--- config.mk ---
export PLATFORM = sky130hd
export DESIGN_NAME = lossless_jpeg_left_predict_sliced
export DESIGN_NICKNAME = d
export VERILOG_FILES = /design/src/sv/ljlp_pkg.sv /design/src/sv/lossless_jpeg_left_predict_sliced.sv
export VERILOG_INCLUDE_DIRS = /design/src /design/src/sv
export SDC_FILE = /design/constraint.sdc
export NUM_CORES = 1
export LEC_CHECK = 0
export BUFFER_PORTS_ARGS = -buffer_cell sky130_fd_sc_hd__buf_2
export CAP_MARGIN = 20
export CORE_MARGIN = 2
export CORE_UTILIZATION = 34
export DETAILED_ROUTE_END_ITERATION = 7
export PLACE_DENSITY = 0.55
export REMOVE_ABC_BUFFERS = 1
export SETUP_SLACK_MARGIN = 0.1
export SYNTH_ARGS = -nofsm -noshare
export SYNTH_HDL_FRONTEND = slang
export SYNTH_SLANG_ARGS = --single-unit
--- constraint.sdc ---
create_clock -name clk -period 6.7 [get_ports clk]
set_input_delay 0.335 -clock clk [delete_from_list [all_inputs] [get_ports clk]]
set_output_delay 0.335 -clock clk [all_outputs]
set_load 0.02 [all_outputs]
--- src/sv/lossless_jpeg_left_predict_sliced_macros.svh ---
// ----------------------------------------------------------------------------
// lossless_jpeg_left_predict_sliced_macros.svh
// assertion helpers shared by the predictor rtl
// ----------------------------------------------------------------------------
`ifndef LOSSLESS_JPEG_LEFT_PREDICT_SLICED_MACROS_SVH
`define LOSSLESS_JPEG_LEFT_PREDICT_SLICED_MACROS_SVH

// same-cycle implication, checked out of reset
`define LJLP_ASSERT_SAME(label, clk, rst_n, cond, expr) \
  label: assert property (@(posedge clk) disable iff (!(rst_n)) (cond) |-> (expr)) \
    else $error("same-cycle check failed");

// next-cycle implication, checked out of reset
`define LJLP_ASSERT_NEXT(label, clk, rst_n, cond, expr) \
  label: assert property (@(posedge clk) disable iff (!(rst_n)) (cond) |=> (expr)) \
    else $error("next-cycle check failed");

`endif

--- src/sv/ljlp_pkg.sv ---
// ----------------------------------------------------------------------------
// ljlp_pkg
// constants, register map and types for the lossless jpeg left predictor
// ----------------------------------------------------------------------------
`timescale 1ns / 1ps
`default_nettype none

package ljlp_pkg;

  localparam int MAX_COMPONENTS_DEF = 4;
  localparam int MAX_SLICES_DEF     = 15;
  localparam int COORD_BITS_DEF     = 16;

  localparam int DIFF_W      = 17;
  localparam int SAMPLE_W    = 16;
  localparam int COMP_W      = 2;
  localparam int POS_W       = 16;
  localparam int SLICE_W     = 4;
  localparam int IN_TDATA_W  = 24;
  localparam int OUT_TDATA_W = 56;
  localparam int CFG_ADDR_W  = 5;
  localparam int CFG_DATA_W  = 32;

  typedef enum logic [2:0] {
    REG_COMPONENT_COUNT   = 3'd0,
    REG_START_SHIFT       = 3'd1,
    REG_ROW_PIXELS        = 3'd2,
    REG_SKIPPED_PIXELS    = 3'd3,
    REG_ROW_COUNT         = 3'd4,
    REG_SLICE_COUNT       = 3'd5,
    REG_SLICE_WIDTH       = 3'd6,
    REG_FINAL_SLICE_WIDTH = 3'd7
  } cfg_reg_t;

  typedef struct packed {
    logic                   last;
    logic [OUT_TDATA_W-1:0] data;
  } result_t;

endpackage

`default_nettype wire

--- src/sv/lossless_jpeg_left_predict_sliced.sv ---
// ----------------------------------------------------------------------------
// lossless_jpeg_left_predict_sliced
// left-predictor reconstruction of interleaved lossless jpeg samples with
// vertical slice remap of the destination coordinates
// ----------------------------------------------------------------------------
//  channel | dir | handshake           | payload
//  in_     | in  | tvalid/tready       | tdata: difference, tuser: scan_start
//  out_    | out | tvalid/tready       | tdata: sample, comp, column, row;
//          |     |                     | tlast: scan_done
//  cfg_    | in  | apb psel/penable    | 8 registers at byte address 4*i
//
//  one request per cycle while in_tready is high; a result is registered in
//  the output register, or in the skid while out stalls
//  the predictor add and the next values of all position counters are combinational
//  a two-entry output (register plus skid) keeps input open while out stalls
//  in_tready drops only when both output entries are full
//  rst_n is synchronous; no clearing pass, usable right after reset
// ----------------------------------------------------------------------------
`timescale 1ns / 1ps
`default_nettype none
`include "lossless_jpeg_left_predict_sliced_macros.svh"

module lossless_jpeg_left_predict_sliced
  import ljlp_pkg::*;
#(
  parameter int MAX_COMPONENTS = MAX_COMPONENTS_DEF,
  parameter int MAX_SLICES     = MAX_SLICES_DEF,
  parameter int COORD_BITS     = COORD_BITS_DEF
) (
  input  wire                    clk,
  input  wire                    rst_n,
  // stream in
  input  wire                    in_tvalid,
  output logic                   in_tready,
  input  wire  [IN_TDATA_W-1:0]  in_tdata,   // [16:0] difference, only [15:0] used; rest zero
  input  wire  [0:0]             in_tuser,   // [0] scan_start
  // stream out
  output logic                   out_tvalid,
  input  wire                    out_tready,
  output logic [OUT_TDATA_W-1:0] out_tdata,  // [15:0] sample_value, [17:16]
                                             // component_index, [33:18]
                                             // dest_column, [49:34] dest_row
  output logic                   out_tlast,  // scan_done
  // configuration
  input  wire                    cfg_psel,
  input  wire                    cfg_penable,
  input  wire                    cfg_pwrite,
  input  wire  [CFG_ADDR_W-1:0]  cfg_paddr,
  input  wire  [CFG_DATA_W-1:0]  cfg_pwdata,
  output logic [CFG_DATA_W-1:0]  cfg_prdata,
  output logic                   cfg_pready
);

  localparam int CI_W = $clog2(MAX_COMPONENTS);
  localparam logic [2:0]         MAX_COMP_C  = 3'(MAX_COMPONENTS);
  localparam logic [SLICE_W-1:0] MAX_SLICE_C = SLICE_W'(MAX_SLICES);

  // configuration registers
  logic [2:0]         cc_r;
  logic [4:0]         sh_r;
  logic [POS_W-1:0]   rp_r, skip_r, rows_r, sw_r, fsw_r;
  logic [SLICE_W-1:0] sc_r;

  // scan state
  logic [SAMPLE_W-1:0]   pred_r [MAX_COMPONENTS];
  logic [SAMPLE_W-1:0]   rfv_r  [MAX_COMPONENTS];
  logic [COMP_W-1:0]     pos_r, pos_nxt;
  logic [POS_W-1:0]      col_r, col_nxt, row_r, row_nxt;
  logic [SLICE_W-1:0]    snum_r, snum_nxt;
  logic [POS_W-1:0]      left_r, left_nxt, srow_r, srow_nxt;
  logic [COORD_BITS-1:0] xbase_r, xbase_nxt;
  logic                  active_r, active_nxt;

  // output register and skid
  result_t out_r, skid_r;
  logic    out_valid_r, skid_valid_r;

  cfg_reg_t cfg_sel;
  logic     cfg_wr;

  assign cfg_pready = 1'b1;
  assign cfg_sel    = cfg_reg_t'(cfg_paddr[4:2]);
  assign cfg_wr     = cfg_psel & cfg_penable & cfg_pwrite & cfg_pready;

  always_comb begin
    case (cfg_sel)
      REG_COMPONENT_COUNT:   cfg_prdata = 32'(cc_r);
      REG_START_SHIFT:       cfg_prdata = 32'(sh_r);
      REG_ROW_PIXELS:        cfg_prdata = 32'(rp_r);
      REG_SKIPPED_PIXELS:    cfg_prdata = 32'(skip_r);
      REG_ROW_COUNT:         cfg_prdata = 32'(rows_r);
      REG_SLICE_COUNT:       cfg_prdata = 32'(sc_r);
      REG_SLICE_WIDTH:       cfg_prdata = 32'(sw_r);
      REG_FINAL_SLICE_WIDTH: cfg_prdata = 32'(fsw_r);
      default:               cfg_prdata = '0;
    endcase
  end

  always_ff @(posedge clk) begin
    if (!rst_n) begin
      cc_r   <= 3'd2;
      sh_r   <= 5'd16;
      rp_r   <= 16'd1;
      skip_r <= '0;
      rows_r <= 16'd1;
      sc_r   <= 4'd1;
      sw_r   <= 16'd1;
      fsw_r  <= 16'd1;
    end else if (cfg_wr) begin
      case (cfg_sel)
        REG_COMPONENT_COUNT:   cc_r   <= cfg_pwdata[2:0];
        REG_START_SHIFT:       sh_r   <= cfg_pwdata[4:0];
        REG_ROW_PIXELS:        rp_r   <= cfg_pwdata[15:0];
        REG_SKIPPED_PIXELS:    skip_r <= cfg_pwdata[15:0];
        REG_ROW_COUNT:         rows_r <= cfg_pwdata[15:0];
        REG_SLICE_COUNT:       sc_r   <= cfg_pwdata[3:0];
        REG_SLICE_WIDTH:       sw_r   <= cfg_pwdata[15:0];
        REG_FINAL_SLICE_WIDTH: fsw_r  <= cfg_pwdata[15:0];
        default:               ;
      endcase
    end
  end

  // clamped register views
  logic [2:0]          comps;
  logic [SLICE_W-1:0]  slices;
  logic [POS_W-1:0]    rp, rows, swe, fswe, kept;
  logic [4:0]          shc;
  logic [SAMPLE_W-1:0] first_base;

  always_comb begin
    if (cc_r < 3'd2)            comps = 3'd2;
    else if (cc_r > MAX_COMP_C) comps = MAX_COMP_C;
    else                        comps = cc_r;
    if (sc_r == '0)              slices = SLICE_W'(1);
    else if (sc_r > MAX_SLICE_C) slices = MAX_SLICE_C;
    else                         slices = sc_r;
    rp   = (rp_r   == '0) ? 16'd1 : rp_r;
    rows = (rows_r == '0) ? 16'd1 : rows_r;
    swe  = (sw_r   == '0) ? 16'd1 : sw_r;
    fswe = (fsw_r  == '0) ? 16'd1 : fsw_r;
    kept = (skip_r < rp) ? rp - skip_r : '0;
    if (sh_r == '0)        shc = 5'd1;
    else if (sh_r > 5'd16) shc = 5'd16;
    else                   shc = sh_r;
    first_base = 16'd1 << (shc - 5'd1);
  end

  // effective state once a scan_start has been applied
  logic                  in_fire, start, e_active;
  logic [COMP_W-1:0]     e_pos, c;
  logic [POS_W-1:0]      e_col, e_row, e_srow, e_left, left1, w_cur;
  logic [SLICE_W-1:0]    e_snum;
  logic [COORD_BITS-1:0] e_xbase;
  logic [CI_W-1:0]       ci;
  logic                  last_comp, emit, done;
  logic [SAMPLE_W-1:0]   base, val;
  logic [POS_W-1:0]      dcol_full;
  logic [15:0]           dest_col, dest_row;
  logic [POS_W:0]        col_inc, row_inc;

  assign in_tready = !skid_valid_r;
  assign in_fire   = in_tvalid & in_tready;
  assign start     = in_tuser[0];

  always_comb begin
    e_active = start | active_r;
    e_pos    = start ? '0 : pos_r;
    e_col    = start ? '0 : col_r;
    e_row    = start ? '0 : row_r;
    e_snum   = start ? '0 : snum_r;
    e_srow   = start ? '0 : srow_r;
    e_xbase  = start ? '0 : xbase_r;
    e_left   = start ? ((slices <= SLICE_W'(1)) ? fswe : swe) : left_r;

    c         = ({1'b0, e_pos} >= comps) ? COMP_W'(comps - 3'd1) : e_pos;
    ci        = c[CI_W-1:0];
    last_comp = ({1'b0, c} + 3'd1 >= comps);
    emit      = e_active & (e_col < kept);

    if (e_col != '0)      base = pred_r[ci];
    else if (e_row != '0) base = rfv_r[ci];
    else                  base = first_base;
    val = base + in_tdata[SAMPLE_W-1:0];

    done = last_comp && ({1'b0, e_row} + 17'd1 >= {1'b0, rows})
           && ({1'b0, e_col} + 17'd1 == {1'b0, kept});

    w_cur     = ({1'b0, e_snum} + 5'd1 >= {1'b0, slices}) ? fswe : swe;
    dcol_full = 16'(e_xbase) + w_cur - e_left;
    dest_col  = 16'(dcol_full[COORD_BITS-1:0]);
    dest_row  = 16'(e_srow[COORD_BITS-1:0]);

    // slice walk: column within slice, then row, then next slice
    left1     = (e_left == '0) ? '0 : e_left - 16'd1;
    left_nxt  = e_left;
    srow_nxt  = e_srow;
    snum_nxt  = e_snum;
    xbase_nxt = e_xbase;
    if (emit && last_comp) begin
      if (left1 != '0) begin
        left_nxt = left1;
      end else begin
        if ({1'b0, e_srow} + 17'd1 < {1'b0, rows}) begin
          srow_nxt = e_srow + 16'd1;
        end else if ({1'b0, e_snum} + 5'd1 < {1'b0, slices}) begin
          srow_nxt  = '0;
          xbase_nxt = e_xbase + swe[COORD_BITS-1:0];
          snum_nxt  = e_snum + SLICE_W'(1);
        end else begin
          srow_nxt = rows - 16'd1;
        end
        left_nxt = ({1'b0, snum_nxt} + 5'd1 >= {1'b0, slices}) ? fswe : swe;
      end
    end

    col_inc    = {1'b0, e_col} + 17'd1;
    row_inc    = {1'b0, e_row} + 17'd1;
    pos_nxt    = e_pos;
    col_nxt    = e_col;
    row_nxt    = e_row;
    active_nxt = e_active;
    if (last_comp) begin
      pos_nxt = '0;
      if (col_inc >= {1'b0, rp}) begin
        col_nxt = '0;
        if (row_inc >= {1'b0, rows}) begin
          row_nxt    = '0;
          active_nxt = 1'b0;
        end else begin
          row_nxt = row_inc[POS_W-1:0];
        end
      end else begin
        col_nxt = col_inc[POS_W-1:0];
      end
    end else begin
      pos_nxt = c + COMP_W'(1);
    end
  end

  always_ff @(posedge clk) begin
    if (!rst_n) begin
      for (int i = 0; i < MAX_COMPONENTS; i++) begin
        pred_r[i] <= '0;
        rfv_r[i]  <= '0;
      end
      pos_r    <= '0;
      col_r    <= '0;
      row_r    <= '0;
      snum_r   <= '0;
      left_r   <= '0;
      srow_r   <= '0;
      xbase_r  <= '0;
      active_r <= 1'b0;
    end else if (in_fire && e_active) begin
      // a scan start clears every component except the one written now
      for (int i = 0; i < MAX_COMPONENTS; i++) begin
        if (emit && (ci == CI_W'(i))) begin
          pred_r[i] <= val;
          if (e_col == '0) rfv_r[i] <= val;
        end else if (start) begin
          pred_r[i] <= '0;
          rfv_r[i]  <= '0;
        end
      end
      pos_r    <= pos_nxt;
      col_r    <= col_nxt;
      row_r    <= row_nxt;
      snum_r   <= snum_nxt;
      left_r   <= left_nxt;
      srow_r   <= srow_nxt;
      xbase_r  <= xbase_nxt;
      active_r <= active_nxt;
    end
  end

  // result staging
  result_t res_nxt;
  logic    res_new, out_free;

  assign res_nxt.last = done;
  assign res_nxt.data = {6'd0, dest_row, dest_col, c, val};
  assign res_new      = in_fire & emit;
  assign out_free     = !out_valid_r || out_tready;

  always_ff @(posedge clk) begin
    if (!rst_n) begin
      out_valid_r  <= 1'b0;
      skid_valid_r <= 1'b0;
    end else if (out_free) begin
      if (skid_valid_r) begin
        out_valid_r  <= 1'b1;
        skid_valid_r <= 1'b0;
      end else begin
        out_valid_r <= res_new;
      end
    end else if (res_new) begin
      skid_valid_r <= 1'b1;
    end
  end

  always_ff @(posedge clk) begin
    if (out_free) begin
      if (skid_valid_r) out_r <= skid_r;
      else if (res_new) out_r <= res_nxt;
    end else if (res_new) begin
      skid_r <= res_nxt;
    end
  end

  assign out_tvalid = out_valid_r;
  assign out_tdata  = out_r.data;
  assign out_tlast  = out_r.last;

  `LJLP_ASSERT_SAME(a_skid_behind_out, clk, rst_n, skid_valid_r, out_valid_r)
  `LJLP_ASSERT_NEXT(a_stall_fills_skid, clk, rst_n,
                    out_valid_r && !out_tready && res_new, skid_valid_r)
  `LJLP_ASSERT_SAME(a_idle_at_origin, clk, rst_n, !active_r,
                    col_r == '0 && row_r == '0 && pos_r == '0)
  `LJLP_ASSERT_SAME(a_slice_count_live, clk, rst_n, active_r, left_r != '0)

endmodule

`default_nettype wire
==> results of run 1 <==
worst min-delay path by stage:
stage | to | start | depth (start not counted)
2_1_floorplan | sc_r[0]$_SDFFE_PN1P_ | rst_n | 1
3_3_place_gp | col_r[9]$_SDFFE_PN0P_ | col_r[9]$_SDFFE_PN0P_ | 2
3_5_place_dp | col_r[14]$_SDFFE_PN0P_ | col_r[14]$_SDFFE_PN0P_ | 2
4_1_cts | skid_valid_r$_SDFFE_PP0P_ | out_tready | 3
5_1_grt | skid_valid_r$_SDFFE_PP0P_ | out_tready | 3
6_report | skid_valid_r$_SDFFE_PP0P_ | out_tready | 3
logic make-up after synthesis:
logic type      share of synthesized area
xor+xnor                           0.0398
fa+ha+maj                          0.0863
compound gates                      0.167
other cells                      0.000288
flops                               0.404
buf+inv                            0.0626
mux                                0.0437
simple gates                        0.197
critical path, stage by stage (launching register included):
cell	delay [ns]
dfxtp_1	0.36
nor4_1	0.43
a41o_1	0.30
inv_1	0.06
ha_1	0.20
fa_1	0.41
nor2b_1	0.17
o31a_1	0.15
o21ai_0	0.12
o2bb2ai_1	0.23
o21ai_0	0.27
buf_4	0.18
a21oi_1	0.15
or4_1	0.59
ha_1	0.21
a2111oi_0	0.39
nand4_1	0.17
o32ai_2	0.11
buf_4	0.28
and2_1	0.34
nand4_2	0.25
o21ai_2	0.24
a21oi_4	0.18
a22o_1	0.30
per-stage QoR:
| step | setup WS, ns | power [mW] |
|---|---|---|
| CTS | 0.363 | 6.29 |
| detailed placement | 0.155 | 3.68 |
| global placement | 0.292 | 3.68 |
| floorplan | -1.44 | 3.36 |
| global route | 0.105 | 6.46 |
| finish | 0.464 | 6.22 |
placed cells by master, fill, tap and decap left out, drive strengths merged, types with 20 or more instances in the layout:
cell type / synthesis / layout
buf: 60 / 204
nand2: 453 / 453
a31oi: 24 / 24
a21o: 38 / 38
ha: 151 / 151
a211oi: 23 / 23
nand4: 25 / 25
nor2b: 53 / 53
inv: 171 / 172
a21oi: 214 / 214
o21ai: 112 / 112
nand2b: 20 / 20
clkbuf: 146 / 71
xnor2: 72 / 72
edfxtp: 230 / 230
mux2i: 61 / 61
conb: 2 / 23
nand3: 79 / 79
nor3: 70 / 70
nor4: 30 / 30
a222oi: 29 / 29
nor2: 283 / 283
mux2: 29 / 29
a22o: 32 / 32
xor2: 41 / 41
dfxtp: 181 / 181
where the power goes:
part           leakage [nW]  switching (mW)  internal (mW)
registers              3.79          0.0373           2.79
logic                  7.33           0.546          0.252
clock network         0.748            1.09           1.50
per-layer routing:
layer	routed length, um	vias up	global-route usage
li1	-	10500	-
met1	38700	10500	0.294
met2	34700	633	0.309
met3	4880	99	0.0307
met4	1950	4	0.0527
met5	20	-	0
final cells by class:
class / instances / area share
sequential: 411 / 0.359
inverter: 175 / 0.0224
clock buffer: 71 / 0.0470
timing repair buffer: 204 / 0.0441
clock inverter: 18 / 0.00503
antenna: 2 / 0.000170
tap: 1030 / 0.0439
multi-input combinational: 2153 / 0.479
repair_timing:
item | in CTS | in global routing
endpoints found under the hold margin | 0 | 0
resized for setup | 0 | 2
endpoints found under the setup margin | 0 | 38
flip-flops by register name (all words and copies together) (netlist names), 2 cells and up:
register	flops
cc_r	3
col_r	16
fsw_r	16
left_r	16
out_tdata	50
pos_r	2
pred_r	64
rfv_r	64
row_r	16
rows_r	16
rp_r	16
sc_r	4
sh_r	5
skid_r	51
skip_r	16
snum_r	4
srow_r	16
sw_r	16
xbase_r	16
==> results.ini, run 1 <==
[clock_tree]
hold_buffers=0
htree_levels=2
cts.path.max_buffers=3
post_cts_buffers=0
clkTransAtPathRegs_ns=0.06
cts.sinks=411
clock_latency_ns=0.60
cts_tree=yes
clock-root-buffer=clkbuf_16
cts_buffers=48

[critical_path]
critPathMaxFanout=15
end_kind=flop
crit_end=xbase_r[0]$_SDFFE_PN0P_
worstPathRequired_ns=7.16
r2r_cells=23
worstReg2RegEnd=xbase_r[0]$_SDFFE_PN0P_
cp-startpoint=rp_r[1]$_SDFFE_PN0P_
worstSetupPathType=reg2reg
arrival_ns=6.70
r2r_start=rp_r[1]$_SDFFE_PN0P_
critPathLaunchType=flop
rrSetupSlack_ns=0.46

[sta]
rsz0062_at_grt=no
finalHoldViolations=0
hold_ws_ns=0.0367
fin_setup_tns_ns=0
fin_crit_sh=0.931
final_max_slew_viol_count=0
finClkSkew_ns=0.0316
setup_violations=0
tightestPinTransition_ns=0.971
fmax_mhz=160
slew-limit-headroom=0.348
finalCriticalPeriod_ns=6.24

[route]
vias=21800
drt-initial-drc-count=1918
drtPass1Iterations=6
wl_um=80300
ant_nets=0
wl_per_cell_um=19.8
drc=0
viasPerCell=5.36

[synth]
synthMostInstantiatedCell=nand2_1
synth-edff-count=230
post_synth_inst_count=2924
synth_cell_types=103
synth_top_area_share=0.265
synth-seq-cells=411
synth_flop_cell=edfxtp_1
synth.yosys.seq_area_share=0.404
synth_common_cells=nand2_1, nor2_1, edfxtp_1, a21oi_1, dfxtp_1
async_reset_ff_frac=0
synth_warnings=0
ys_top_cells_by_area=edfxtp_1, dfxtp_1, ha_1
yosysTopAreaCell=edfxtp_1
syn_avg_cell_area_um2=8.92
syn-cell-area_um2=26100

[placed_design]
portBuffers=111
placed_area_um2=27800
dp_cells=3973
gp_congestion=0.868
dp.final_hpwl_um=58700

[die]
core_um2=75900
ios=161
die_h_um=281
die_w_um=281
dieArea_um2=78900
num_rows=101
start_util=0.343

[power]
p_leak_nw=11.9
p_per_area_nw_per_um2=212
ir_worst_vdd_v=0.000170

[grt]
first_global_vias=20800
grt_remaining_overflow=0
grt_usage=0.201
grt_pass1_wl_um=124000
antenna_found_initial=8
grt_max_degree=74

[final_layout]
multiInputGateArea_um2=14100
final_cell_area_um2=29400
layout.nets=3231
utilization=0.387
seq_area_um2=10500
syn_to_final_growth_pct=12.6
final_cells=4064
fillers=7739
drive_gt1_frac=0.124

[outcome]
status=complete, no violations

[hold_path]
hold_path_class=in2reg

[flow_run]
cap_violations=0

(Power assumes the default switching activity.)
==> inputs of run 2 (changes only) <==
CORE_UTILIZATION = 45   (was 34)
MAX_ROUTING_LAYER = met4   (was unset)
PLACE_DENSITY = 0.68   (was 0.55)
==> results.ini, run 2 (synthesized netlist as in run 1, its figures left out) <==
[outcome]
status=complete, no violations

[die]
dieArea_um2=59900  ; -24%
start_util=0.454  ; +0.110
core_um2=57500  ; -24%
ios=161  ; unchanged
num_rows=88  ; -13%
die_h_um=245  ; -13%
die_w_um=245  ; -13%

[critical_path]
r2r_cells=22  ; -4.3%
critPathLaunchType=flop
end_kind=flop
cp-startpoint=snum_r[0]$_SDFFE_PN0P_
worstSetupPathType=reg2reg
critPathMaxFanout=13  ; -2
arrival_ns=6.57  ; -0.13 ns
worstReg2RegEnd=out_tdata[32]$_DFFE_PP_
r2r_start=snum_r[0]$_SDFFE_PN0P_
rrSetupSlack_ns=0.51  ; +0.05 ns
worstPathRequired_ns=7.08  ; -0.08 ns

[sta]
finalHoldViolations=0  ; unchanged
timing.final.ws_setup_ns=0.510  ; +0.0463 ns
tightestPinTransition_ns=1.08  ; +0.113 ns
fin_crit_sh=0.924  ; -0.00691
fmax_mhz=162  ; +0.75%
rsz0062_at_grt=no
final_max_slew_viol_count=0  ; unchanged
setup_violations=0  ; unchanged
finClkSkew_ns=0.0231  ; -0.00859 ns
finalCriticalPeriod_ns=6.19  ; -0.0463 ns
hold_ws_ns=0.0383  ; +0.00156 ns
slew-limit-headroom=0.274  ; -0.0733

[clock_tree]
clock-root-buffer=clkbuf_16
post_cts_resize_count=0  ; unchanged
cts_tree=yes
clkTransAtPathRegs_ns=0.06  ; about the same
htree_levels=2  ; unchanged
post_cts_buffers=0  ; unchanged
cts_buffers=47  ; -2.1%
clock_latency_ns=0.60  ; about the same
cts.path.max_buffers=3  ; unchanged
hold_buffers=0  ; unchanged
cts.sinks=411  ; unchanged

[final_layout]
utilization=0.503  ; +0.116
layout_common_cells=nand2_1, nor2_1, edfxtp_1
layout.nets=3213  ; -0.56%
largestRegisters=pred_r x64, rfv_r x64, skid_r x51
final_cell_area_um2=28900  ; -1.6%
layout.cells.most_common=nand2_1
syn_to_final_growth_pct=10.8
drive_gt1_frac=0.119  ; -0.00548

[grt]
grt_remaining_overflow=0  ; unchanged
use_met2=0.412  ; +0.103
gr-usage-met1=0.366  ; +0.0719
first_global_vias=21700  ; +4.4%
antenna_found_initial=0  ; -8
grt_pass1_wl_um=124000  ; -0.11%
grt_usage=0.268  ; +0.0669
grt_max_degree=71  ; -4.1%
grt_busiest_layer=met2
grtUsageMet3=0.0435  ; +0.0128

[power]
ir_worst_vdd_v=0.000171  ; +0.64%
p_per_area_nw_per_um2=214  ; +1.0%
p_leak_nw=11.8  ; -0.74%

[placed_design]
gp_congestion=0.962  ; +11%
portBuffers=111  ; unchanged
pre_cts_slack_ns=0.314  ; +0.159 ns
dp.final_hpwl_um=57500  ; -2.1%
placed_area_um2=27400  ; -1.7%

[route]
viasPerCell=5.92  ; +11%
wl_per_cell_um=20.9  ; +5.7%
drc=0  ; unchanged
vias=22400  ; +2.8%
wl_um=78900  ; -1.8%
ant_nets=0  ; unchanged
drt-initial-drc-count=2334  ; +22%
drtPass1Iterations=6  ; unchanged

[hold_path]
hold_path_depth=3  ; unchanged
hold_end=skip_r[14]$_SDFFE_PN0P_
min_from=cfg_pwdata[14]
hold_path_class=in2reg

[flow_run]
cap_violations=0  ; unchanged

## run 2: cell count changes in the layout (fill, tap and decap cells not counted), moves of 2 or more
cell       before  now
inv_6           2    0
buf_4          91   74
clkinv_1        9    7
clkbuf_16      50   48
clkinv_8        0    2
## run 2: worst max path at each step
stage	endpoint	slack (ns)	cells after the start
floorplan	out_tdata[14]$_DFFE_PP_	-1.44	23
global placement	out_tdata[30]$_DFFE_PP_	0.48	24
detailed placement	out_tdata[32]$_DFFE_PP_	0.31	24
CTS	rfv_r[1][15]$_SDFFCE_PN0P_	0.52	23
global route	xbase_r[13]$_SDFFE_PN0P_	0.14	24
finish	out_tdata[32]$_DFFE_PP_	0.51	22
## run 2: stage by stage
stage               power [mW]  instances  TNS, ns
floorplan                 3.36       2739  -138.80
global placement          3.66       3691        0
detailed placement        3.68       3691        0
CTS                       6.22       3777        0
global route              6.40       3777        0
finish                    6.19       3779        0
## run 2: final cells by class
type                            instances  area [um2]
Clock buffer                           69        1320
Fill cell                            5441       28600
Inverter                              175         658
Multi-Input combinational cell       2153       14100
Clock inverter                         17         194
Antenna cell                            2        5.00
Timing Repair Buffer                  187        1170
Sequential cell                       411       10500
Tap cell                              765         957
## run 2: worst max-delay path: stages (launching register included)
cell and delay, ns:
dfxtp_1 0.36, nor2b_1 0.37, ha_1 0.32, ha_1 0.31
nor2b_1 0.13, o21ai_0 0.13, nand2b_1 0.12, a211oi_4 0.28
o21ai_2 0.17, buf_4 0.25, mux2i_1 0.16, fa_1 0.60
inv_1 0.08, ha_1 0.33, o21ai_0 0.13, a21boi_0 0.55
o21ai_0 0.20, a21boi_0 0.31, o21ai_0 0.16, a21oi_1 0.23
o41a_1 0.30, a21oi_1 0.13, o311ai_0 0.36
## run 2: where the power goes
part | total (mW) | internal, mW | leakage (nW) | switching (mW)
clock | 2.55 | 1.49 | 0.742 | 1.07
sequential | 2.83 | 2.79 | 3.79 | 0.0384
combinational | 0.803 | 0.251 | 7.24 | 0.552
total | 6.19 | 4.53 | 11.8 | 1.66
## run 2: per-layer routing
layer  part of all wire  wire [um]
met5                  0          0
met4              0.025       2010
met3              0.085       6670
met2               0.45      35700
met1               0.44      34500
